<file path="config.mk">
export PLATFORM = sky130hd
export DESIGN_NAME = hkq_front_flat
export DESIGN_NICKNAME = d
export VERILOG_FILES = /design/src/hdl/hid_keyboard_to_char_queue_defines.svh /design/src/hdl/hkq_pkg.sv /design/src/hdl/hkq_if.sv /design/src/hdl/hkq_front.sv /design/src/flat_wrapper.sv
export SDC_FILE = /design/constraint.sdc
export NUM_CORES = 1
export LEC_CHECK = 0
export BUFFER_PORTS_ARGS = -buffer_cell sky130_fd_sc_hd__buf_2
export CORE_MARGIN = 2
export CORE_UTILIZATION = 30
export DETAILED_ROUTE_END_ITERATION = 12
export HOLD_SLACK_MARGIN = 0.12
export PLACE_DENSITY = 0.5
export SLEW_MARGIN = 20
export SYNTH_ARGS = -nofsm -noshare
export SYNTH_HDL_FRONTEND = slang
export SYNTH_SLANG_ARGS = --single-unit
export TNS_END_PERCENT = 5
</file>
<file path="constraint.sdc">
create_clock -name clk -period 6.2 [get_ports clk]
set_clock_uncertainty 0.05 [all_clocks]
set_input_delay 1.24 -clock clk [delete_from_list [all_inputs] [get_ports clk]]
set_output_delay 1.24 -clock clk [all_outputs]
set_load 0.01 [all_outputs]
</file>
<file path="src/hdl/hid_keyboard_to_char_queue_defines.svh">
// Assertion helpers for the RTL files; hkq_back is the one that includes them.
`ifndef HID_KEYBOARD_TO_CHAR_QUEUE_DEFINES_SVH
`define HID_KEYBOARD_TO_CHAR_QUEUE_DEFINES_SVH

// Property that must hold at every edge out of reset.
`define HKQ_ASSERT_ALWAYS(lbl, expr) \
  lbl: assert property (@(posedge clk) disable iff (!rst_n) (expr)) \
    else $error("assertion failed: always");

// Same-cycle implication.
`define HKQ_ASSERT_IMPL(lbl, ante, cons) \
  lbl: assert property (@(posedge clk) disable iff (!rst_n) (ante) |-> (cons)) \
    else $error("assertion failed: implication");

// Next-cycle implication.
`define HKQ_ASSERT_NEXT(lbl, ante, cons) \
  lbl: assert property (@(posedge clk) disable iff (!rst_n) (ante) |=> (cons)) \
    else $error("assertion failed: next-cycle implication");

`endif

</file>
<file path="src/hdl/hkq_pkg.sv">
`default_nettype none
package hkq_pkg;

  localparam int QUEUE_DEPTH_DEF = 64;
  localparam int KEY_COUNT_DEF   = 128;

  localparam logic [23:0] PAUSE_RST    = 24'(50 * 1000);
  localparam logic [23:0] DEBOUNCE_RST = 24'(100 * 1000);

  // register indexes
  localparam logic [1:0] REG_PAUSE    = 2'd0;
  localparam logic [1:0] REG_DEBOUNCE = 2'd1;
  localparam logic [1:0] REG_LED_INIT = 2'd2;

  typedef enum logic [1:0] {
    CMD_KEY   = 2'd0,
    CMD_READ  = 2'd1,
    CMD_TABLE = 2'd2,
    CMD_MOUNT = 2'd3
  } cmd_t;

  localparam logic [2:0] EV_NONE    = 3'd0;
  localparam logic [2:0] EV_RESET   = 3'd1;
  localparam logic [2:0] EV_CHARSET = 3'd2;
  localparam logic [2:0] EV_CLOCK   = 3'd3;
  localparam logic [2:0] EV_MONITOR = 3'd4;
  localparam logic [2:0] EV_SAVE    = 3'd5;
  localparam logic [2:0] EV_SHOW    = 3'd6;
  localparam logic [2:0] EV_PRINT   = 3'd7;

  localparam logic [7:0] M_LCTRL  = 8'h01;
  localparam logic [7:0] M_LSHIFT = 8'h02;
  localparam logic [7:0] M_LALT   = 8'h04;
  localparam logic [7:0] M_LGUI   = 8'h08;
  localparam logic [7:0] M_RCTRL  = 8'h10;
  localparam logic [7:0] M_RSHIFT = 8'h20;
  localparam logic [7:0] M_RALT   = 8'h40;

  localparam logic [7:0] K_P      = 8'h13;
  localparam logic [7:0] K_SAVE   = 8'h2D;
  localparam logic [7:0] K_CAPS   = 8'h39;
  localparam logic [7:0] K_F1     = 8'h3A;
  localparam logic [7:0] K_F5     = 8'h3E;
  localparam logic [7:0] K_F8     = 8'h41;
  localparam logic [7:0] K_F9     = 8'h42;
  localparam logic [7:0] K_F12    = 8'h45;
  localparam logic [7:0] K_SCROLL = 8'h47;
  localparam logic [7:0] K_DEL    = 8'h4C;
  localparam logic [7:0] K_NUM    = 8'h53;
  localparam logic [7:0] K_KPDOT  = 8'h63;

  localparam logic [2:0] LED_NUM    = 3'd1;
  localparam logic [2:0] LED_CAPS   = 3'd2;
  localparam logic [2:0] LED_SCROLL = 3'd4;

  localparam logic [7:0] NO_CHAR    = 8'h80;
  localparam logic [7:0] REL_CHAR   = 8'hFF;
  localparam logic [7:0] TAB_CHAR   = 8'hFE;
  localparam logic [7:0] SPACE_CHAR = 8'h20;
  localparam logic [7:0] CASE_BIT   = 8'h20;
  localparam logic [7:0] UPPER_MASK = 8'hDF;

  typedef struct packed {
    logic [1:0] row;
    logic       ctrl_caps;
    logic       is_caps;
    logic       is_scroll;
    logic       is_num;
    logic       hot_done;
    logic       hot_print;
    logic [2:0] hot_kind;
    logic [7:0] hot_arg;
    logic [2:0] soft_kind;
    logic [7:0] soft_arg;
  } key_class_t;

  typedef struct packed {
    cmd_t        cmd;
    logic [7:0]  code;
    logic [47:0] now;
    logic [8:0]  tidx;
    logic [7:0]  tval;
    key_class_t  cls;
  } item_t;

  typedef struct packed {
    logic       set;
    logic [2:0] bits;
  } led_upd_t;

  typedef enum logic [3:0] {
    ST_IDLE,
    ST_EXEC,
    ST_RD_CHK,
    ST_KEY_CHK,
    ST_KEY_XLAT,
    ST_PUSH,
    ST_DONE
  } bst_t;

endpackage
`default_nettype wire

</file>
<file path="src/hdl/hkq_if.sv">
`default_nettype none
interface hkq_in_if;
  logic        valid;
  logic        ready;
  logic [1:0]  command;
  logic [7:0]  modifier;
  logic [7:0]  keycode;
  logic [47:0] now_time;
  logic [8:0]  table_index;
  logic [7:0]  table_value;

  modport source(output valid, command, modifier, keycode, now_time, table_index,
                 table_value, input ready);
  modport sink(input valid, command, modifier, keycode, now_time, table_index,
               table_value, output ready);
endinterface

`default_nettype wire

</file>
<file path="src/hdl/hkq_front.sv">
`default_nettype none
module hkq_front (
  input  wire logic         clk,
  input  wire logic         rst_n,
  hkq_in_if.sink            in_ch,
  output hkq_pkg::item_t    head,
  output logic              head_valid,
  input  wire logic         pop
);

  hkq_pkg::item_t    slot_r [2];
  logic [1:0]        fill_r, fill_nxt;
  logic              rd_r, rd_nxt, wr_r, wr_nxt;
  hkq_pkg::item_t    cur;
  hkq_pkg::key_class_t cls;
  logic              push;
  logic [7:0]        md, kc;

  assign md = in_ch.modifier;
  assign kc = in_ch.keycode;

  // stateless decode of the report
  always_comb begin
    cls = '0;
    if ((md & (hkq_pkg::M_LSHIFT | hkq_pkg::M_RSHIFT)) != 8'd0) cls.row = cls.row | 2'd1;
    if ((md & (hkq_pkg::M_LCTRL | hkq_pkg::M_RCTRL)) != 8'd0) cls.row = cls.row | 2'd2;
    if ((md & (hkq_pkg::M_LALT | hkq_pkg::M_RALT)) != 8'd0) cls.row = cls.row | 2'd3;
    cls.ctrl_caps = (md == hkq_pkg::M_LCTRL) && (kc == hkq_pkg::K_CAPS);
    cls.is_caps   = (kc == hkq_pkg::K_CAPS);
    cls.is_scroll = (kc == hkq_pkg::K_SCROLL);
    cls.is_num    = (kc == hkq_pkg::K_NUM);
    if (md == (hkq_pkg::M_LCTRL | hkq_pkg::M_LALT) &&
        (kc == hkq_pkg::K_KPDOT || kc == hkq_pkg::K_DEL)) begin
      cls.hot_done = 1'b1;
      cls.hot_kind = hkq_pkg::EV_RESET;
    end else if (md == hkq_pkg::M_LALT && kc inside {[hkq_pkg::K_F5:hkq_pkg::K_F12]}) begin
      cls.hot_done = 1'b1;
      if (kc < hkq_pkg::K_F8) begin
        cls.hot_kind = hkq_pkg::EV_CHARSET;
        cls.hot_arg  = kc - hkq_pkg::K_F5;
      end else if (kc >= hkq_pkg::K_F9) begin
        cls.hot_kind = hkq_pkg::EV_CLOCK;
        cls.hot_arg  = kc - hkq_pkg::K_F9;
      end
    end else if (md == hkq_pkg::M_RALT && kc >= hkq_pkg::K_F5 && kc < hkq_pkg::K_F8) begin
      cls.hot_done = 1'b1;
      cls.hot_kind = hkq_pkg::EV_CHARSET;
      cls.hot_arg  = 8'd4 + (kc - hkq_pkg::K_F5);
    end else if (md == (hkq_pkg::M_LCTRL | hkq_pkg::M_LALT) &&
                 kc >= hkq_pkg::K_F1 && kc < hkq_pkg::K_F5) begin
      cls.hot_done = 1'b1;
      cls.hot_kind = hkq_pkg::EV_MONITOR;
      cls.hot_arg  = kc - hkq_pkg::K_F1;
    end else if (md == (hkq_pkg::M_LCTRL | hkq_pkg::M_LALT) && kc == hkq_pkg::K_P) begin
      cls.hot_done  = 1'b1;
      cls.hot_print = 1'b1;
      cls.hot_kind  = hkq_pkg::EV_PRINT;
    end
    if (md == (hkq_pkg::M_LGUI | hkq_pkg::M_LCTRL) && kc == hkq_pkg::K_SAVE)
      cls.soft_kind = hkq_pkg::EV_SAVE;
    if (md == (hkq_pkg::M_LGUI | hkq_pkg::M_LSHIFT) && kc != 8'd0) begin
      cls.soft_kind = hkq_pkg::EV_SHOW;
      cls.soft_arg  = kc;
    end
  end

  always_comb begin
    cur.cmd  = hkq_pkg::cmd_t'(in_ch.command);
    cur.code = kc;
    cur.now  = in_ch.now_time;
    cur.tidx = in_ch.table_index;
    cur.tval = in_ch.table_value;
    cur.cls  = cls;
  end

  assign in_ch.ready = (fill_r != 2'd2);
  assign push        = in_ch.valid && in_ch.ready;
  assign head_valid  = (fill_r != 2'd0);
  assign head        = slot_r[rd_r];

  always_comb begin
    fill_nxt = fill_r + {1'b0, push} - {1'b0, pop};
    rd_nxt   = pop ? ~rd_r : rd_r;
    wr_nxt   = push ? ~wr_r : wr_r;
  end

  always_ff @(posedge clk) begin
    if (!rst_n) begin
      fill_r <= 2'd0;
      rd_r   <= 1'b0;
      wr_r   <= 1'b0;
    end else begin
      fill_r <= fill_nxt;
      rd_r   <= rd_nxt;
      wr_r   <= wr_nxt;
    end
  end

  always_ff @(posedge clk) begin
    if (push) slot_r[wr_r] <= cur;
  end

endmodule
`default_nettype wire

</file>
<file path="src/flat_wrapper.sv">
// flat-port wrapper written by rule: the top's interface ports become plain ports
module hkq_front_flat 
  (clk, rst_n, head, head_valid, pop, in_ch_valid, in_ch_command, in_ch_modifier, in_ch_keycode, in_ch_now_time, in_ch_table_index, in_ch_table_value, in_ch_ready);
  hkq_in_if in_ch_i ();
  input  wire logic clk;
  input  wire logic rst_n;
  output hkq_pkg::item_t head;
  output logic head_valid;
  input  wire logic pop;
  input wire logic [$bits(in_ch_i.valid)-1:0] in_ch_valid;
  input wire logic [$bits(in_ch_i.command)-1:0] in_ch_command;
  input wire logic [$bits(in_ch_i.modifier)-1:0] in_ch_modifier;
  input wire logic [$bits(in_ch_i.keycode)-1:0] in_ch_keycode;
  input wire logic [$bits(in_ch_i.now_time)-1:0] in_ch_now_time;
  input wire logic [$bits(in_ch_i.table_index)-1:0] in_ch_table_index;
  input wire logic [$bits(in_ch_i.table_value)-1:0] in_ch_table_value;
  output wire logic [$bits(in_ch_i.ready)-1:0] in_ch_ready;
  assign in_ch_i.valid = in_ch_valid;
  assign in_ch_i.command = in_ch_command;
  assign in_ch_i.modifier = in_ch_modifier;
  assign in_ch_i.keycode = in_ch_keycode;
  assign in_ch_i.now_time = in_ch_now_time;
  assign in_ch_i.table_index = in_ch_table_index;
  assign in_ch_i.table_value = in_ch_table_value;
  assign in_ch_ready = in_ch_i.ready;
  hkq_front u_core (.clk(clk), .rst_n(rst_n), .in_ch(in_ch_i), .head(head), .head_valid(head_valid), .pop(pop));
endmodule
</file>
==> impl_metrics.ini, run 1 <==
[logic_synthesis]
synth_edf_count = 210
ys_seq_area_share_pct = 73.9
yosysWarnings = 0
synth_fp_nets = 579
ys_types = 59
ys.flop_type = edfxtp_1
syn_area_um2 = 8670
async_flop_share_pct = 0
syn_area_per_cell_um2 = 17.8
syn_inst = 487
synth.ff_latch_count = 215

[final_layout]
seq_area_um2 = 6410
final_common_cell = edfxtp_1
final_area_um2 = 10800
final_cell_mix = edfxtp_1, buf_2, mux2_2
fin_nets = 779
instances_no_fill = 1089
area_delta_synth_final_pct = 24.9
layout-drive-gt1-share_pct = 49.6
num_antenna_cells = 0
multi_input_area_um2 = 2120
n_fill_cell = 2740

[timing]
hold_ws_ns = 0.534
rsz0062_at_grt = no
finalHoldViolations = 0
tightest_slew_ns = 1.01
drv_slew = 0
max_freq_ghz = 0.275
post-route-period-util_pct = 58.6
period_minus_slack_ns = 3.64
setup_viol = 0
slew_headroom_pct = 32.3
fin_tns_setup_ns = 0

[routing]
vias_per_cell = 4.52
ant_nets = 0
wire_per_inst_um = 17.2
drt-initial-drc-count = 323
routed-via-count = 4920
drt_pass1_iterations = 4
drt_wl_total_um = 18700
drcViolationCount = 0

[global_route]
grt_start_max_net_pins = 78
antenna_found_initial = 0
met1_usage_pct = 15.3
use_met3_pct = 3.19
grt_pass1_vias = 5073
met2_usage_pct = 19.8
grt_pass1_wl_um = 28400
overflow = 0
grt_busiest_layer = met2
grt_util_all_layers_pct = 11.9

[place]
place_area_um2 = 10000
gp_congestion = 0.839
dp.cells = 1043
io_buffers = 193
dp_hpwl_um = 12200

[floorplanning]
ios = 194
die_w_um = 174
coreArea_um2 = 28500
initial_core_util_pct = 30.4
die_y_um = 174
dieArea_um2 = 30300
rows = 62

[worst_setup_path]
worst_ep_required_time_ns = 4.91
path_max_fanout = 53
path_class = reg -> out
worst-r2r-cell-count = 4
arrival_ns = 2.35
cp_slowest_stage_delay_ns = 0.39
crit_path_end_kind = output port
start_kind = register
cp_slowest_cell = mux2_2
path_cells = buf_16 > buf_12 > buf_4 > mux2_2 > buf_2

[clocking]
cts_htree_levels = 1
clkTransAtPathRegs_ns = 0.06
cts.sinks = 215
cts_hold_buf = 0
cts_buffers = 24
cts_root_buf = clkbuf_16
post_cts_buffers = 0
cts_buffer_depth = 3
worstSkewPairLatency_ns = 0.51
cts_tree = yes
cts_resized = 0

[run]
drv_cap = 0

[min_path]
min_path_type = reg -> reg
holdPathStages = 2

[run_status]
outcome = finished clean

[power]
leakage_nw = 3.97
powerDensity_nw_per_um2 = 355
peakVddDrop_mv = 0.182
==> worst paths after layout <==
path              slack [ns]                    to             start
setup / recovery        2.56              head[40]          register
hold / removal          0.53              register       u_core.rd_r
hold reg to reg         0.53              register       u_core.rd_r
setup reg to reg        3.79  u_core.slot_r[1][88]  u_core.fill_r[0]
==> per-layer routing <==
metal  vias to the layer above  wire length, µm  part of all wire (%)
li1                       2292                -                     -
met1                      2396             8200                    44
met2                       200             8730                    47
met3                        32             1340                   7.1
met4                         0              470                   2.5
met5                         -                0                     0
==> registers in the layout (all words and copies together), names as in the netlist, named ones only <==
signal and count:
u_core.fill_r 2, u_core.rd_r 1, u_core.wr_r 1, u_core.slot_r 210
==> where the power goes <==
group / total (mW) / internal, mW / switching [mW] / leakage [nW]
combinational: 0.645 / 0.271 / 0.373 / 1.59
clock: 1.33 / 0.789 / 0.539 / 0.364
sequential: 1.88 / 1.84 / 0.0417 / 2.01
==> per-stage QoR <==
stage	setup slack (ns)	utilization [%]	total power, mW
6_report	2.56	38.0	3.85
4_1_cts	2.12	37.8	3.92
5_1_grt	2.44	38.0	4.03
3_3_place_gp	2.64	35.2	2.55
2_1_floorplan	1.65	-	2.29
3_5_place_dp	2.54	35.2	2.57
==> final cells by class <==
cell class,count,share of cell area [%]
clock buffers,33,6.14
clock inverters,11,0.716
inverters,11,0.381
multi-input cells,236,19.5
flip-flops and latches,215,59.2
well taps,384,4.43
repair buffers,199,9.63
==> cell families (layout without fill, tap and decap cells) <==
kind of cell / Yosys count / after routing / share of synthesized area [%]
multiplexers: 105 / 105 / 13.6
flip-flops: 215 / 215 / 73.9
adder cells (fa/ha/maj): 5 / 5 / 0.721
XOR/XNOR: 12 / 12 / 1.21
AND/OR/NAND/NOR: 80 / 80 / 5.28
AO/OA/AOI/OAI: 34 / 34 / 3.43
buffers and inverters: 36 / 254 / 1.86
==> cells in the mapped netlist, drive strengths merged (3+ instances only) <==
| cell type | count | area, µm² |
|---|---|---|
| dfxtp | 5 | 100 |
| or3 | 3 | 18.8 |
| nand3 | 6 | 30.0 |
| nor2 | 14 | 55.1 |
| clkbuf | 14 | 53.8 |
| and3 | 8 | 50.1 |
| ha | 5 | 62.6 |
| xnor2 | 9 | 78.8 |
| nor2b | 3 | 18.8 |
| edfxtp | 210 | 6310 |
| or2 | 3 | 18.8 |
| and2 | 15 | 93.8 |
| mux2 | 105 | 1180 |
| nand2 | 8 | 30.0 |
| nand2b | 3 | 18.8 |
| xor2 | 3 | 26.3 |
| nor3 | 7 | 40.0 |
| o221ai | 3 | 26.3 |
| inv | 11 | 41.3 |
| buf | 11 | 66.3 |
| o21ai | 6 | 30.0 |
==> worst max-delay path: cells and delay by family (launching register included) <==
kind	cells	cell delay (ns)
buffers and inverters	4	1.03
DFF	1	0.36
muxes	1	0.39
Note: power is estimated with default switching activity, not from simulation.
==> run 2, diff against run 1 <==
--- a/config.mk
+++ b/config.mk
@@ -10,7 +10,7 @@
 export CORE_UTILIZATION = 30
 export DETAILED_ROUTE_END_ITERATION = 12
 export HOLD_SLACK_MARGIN = 0.12
-export PLACE_DENSITY = 0.5
+export PLACE_DENSITY = 0.48
 export SLEW_MARGIN = 20
 export SYNTH_ARGS = -nofsm -noshare
 export SYNTH_HDL_FRONTEND = slang
==> constraint.sdc (replaced) <==
create_clock -name clk -period 3.6 [get_ports clk]
set_clock_uncertainty 0.05 [all_clocks]
set_input_delay 0.72 -clock clk [delete_from_list [all_inputs] [get_ports clk]]
set_output_delay 0.72 -clock clk [all_outputs]
set_load 0.01 [all_outputs]
==> run 2 against run 1 <==
- register-to-register slack got worse by 2.0 ns
- global-route usage rose by 0.33 points
- hold slack got worse by 0.19 ns
- wire length grew 1.1%
- sequential share of layout area is 0.25 points higher
- first-iteration DRC count increased by 3.1%
- critical path type unchanged
- largest cell class unchanged
==> impl_metrics.ini, run 2 (synthesis results as in run 1) <==
[worst_setup_path]
timing.rr.start = u_core.fill_r[0]
start_kind = register
path_cells = buf_4 > mux2_2 > buf_2
path_class = reg -> out
arrival_ns = 2.12
critical-path-top-delay-family = flip-flops
path_max_fanout = 33
crit_path_end_kind = output port
worst_ep_required_time_ns = 2.83
cp_slowest_cell = dfxtp_4
cp_slowest_stage_delay_ns = 0.65
timing.critical_path.buf_inv = 2
worst-r2r-cell-count = 4
r2r_slack_ns = 1.79
r2r_end = u_core.slot_r[1][52]

[final_layout]
fin_nets = 780
instances_no_fill = 1084
layout-drive-gt1-share_pct = 49.4
regMostFlops = u_core.slot_r
final_area_um2 = 10800
largest_reg_flops = 210
multi_input_area_um2 = 2120
num_antenna_cells = 0
seq_area_um2 = 6410
final_common_cell = edfxtp_1
n_fill_cell = 2747
area_delta_synth_final_pct = 24.4
final_cell_mix = edfxtp_1, buf_2, mux2_2
reg_top3 = u_core.slot_r: 210 flops, u_core.fill_r: 2 flops

[clocking]
cts_hold_buf = 0
cts_resized = 0
cts_buffers = 25
cts_root_buf = clkbuf_16
worstSkewPairLatency_ns = 0.51
cts_tree = yes
clkTransAtPathRegs_ns = 0.06
cts_buffer_depth = 3
cts_htree_levels = 1
post_cts_buffers = 0
cts.sinks = 215

[global_route]
grt_pass1_wl_um = 29200
met1_usage_pct = 15.8
grt_pass1_vias = 5118
overflow = 0
use_met3_pct = 3.15
met2_usage_pct = 20.5
grt_start_max_net_pins = 106
antenna_found_initial = 0
grt_busiest_layer = met2
grt_util_all_layers_pct = 12.2

[timing]
tightest_slew_ns = 0.769
setup_viol = 0
post-route-period-util_pct = 80.2
hold_ws_ns = 0.342
setup_ws_ns = 0.712
slew_headroom_pct = 48.1
period_minus_slack_ns = 2.89
max_freq_ghz = 0.346
rsz0062_at_grt = no
finalHoldViolations = 0
drv_slew = 0

[min_path]
min_to = u_core.slot_r[0][94]
min_from = in_ch_now_time[47]
holdPathStages = 1
min_path_type = in -> reg

[place]
place_area_um2 = 10100
gp_congestion = 0.880
io_buffers = 193
place_ws_ns = 0.465
dp.cells = 1045
dp_hpwl_um = 12800

[power]
powerDensity_nw_per_um2 = 604
peakVddDrop_mv = 0.364
p_int_mw = 4.89
p_seq_share_pct = 49.8
clockPowerShare_pct = 33.2
combPwrFrac_pct = 17.0
leakage_nw = 3.94
switching_power_mw = 1.63
switching_share_pct = 25.0

[run]
drv_cap = 0

[floorplanning]
coreArea_um2 = 28500
die_y_um = 174
ios = 194
dieArea_um2 = 30300
die_w_um = 174
initial_core_util_pct = 30.4
rows = 62

[routing]
wire_per_inst_um = 17.5
vias_per_cell = 4.56
drt_wl_total_um = 18900
drt_pass1_iterations = 4
drcViolationCount = 0
drt-initial-drc-count = 333
ant_nets = 0
routed-via-count = 4941

[run_status]
outcome = finished clean
-- run 2: cell count changes in the layout (fill, tap and decap cells not counted), sizes merged --
cell and delta:
inv +1, bufinv -1, clkbuf -2, clkinv -4, clkinvlp +1
-- run 2: area by class of cell --
type	count	area share (%)
Sequential cell	215	59.4
Multi-Input combinational cell	236	19.6
Timing Repair Buffer	199	9.72
Clock buffer	31	6.01
Tap cell	384	4.45
Clock inverter	8	0.406
Inverter	11	0.383
-- run 2: through the flow --
step	TNS, ns	total power [mW]	utilization [%]
floorplan	-13.12	3.94	-
global placement	0	4.41	35.4
detailed placement	0	4.44	35.4
CTS	0	6.66	37.8
global route	0	6.84	37.8
finish	0	6.52	37.8
-- run 2: power by group through the flow --
stage	Combinational [mW]	Clock [mW]	Sequential, mW
final	1.11	2.17	3.25
after global routing	1.21	2.35	3.28
after CTS	1.14	2.26	3.25
after detailed placement	1.14	0	3.30
after global placement	1.12	0	3.28
after floorplan	0.663	0	3.28
-- run 2: how the worst max path moves through the flow --
stage / end / slack (ns) / depth (start not counted)
floorplan: u_core.slot_r[1][0] / -0.12 / 1
global placement: u_core.slot_r[0][12] / 0.53 / 7
detailed placement: u_core.slot_r[1][11] / 0.46 / 7
CTS: head[98] / 0.62 / 3
global route: head[98] / 0.57 / 3
finish: head[9] / 0.71 / 3
-- run 2: metal layers --
layer | share of wire [%] | wire length, µm
met5 | 0 | 0
met4 | 1.7 | 328
met3 | 7.6 | 1430
met2 | 47 | 8940
met1 | 43 | 8240
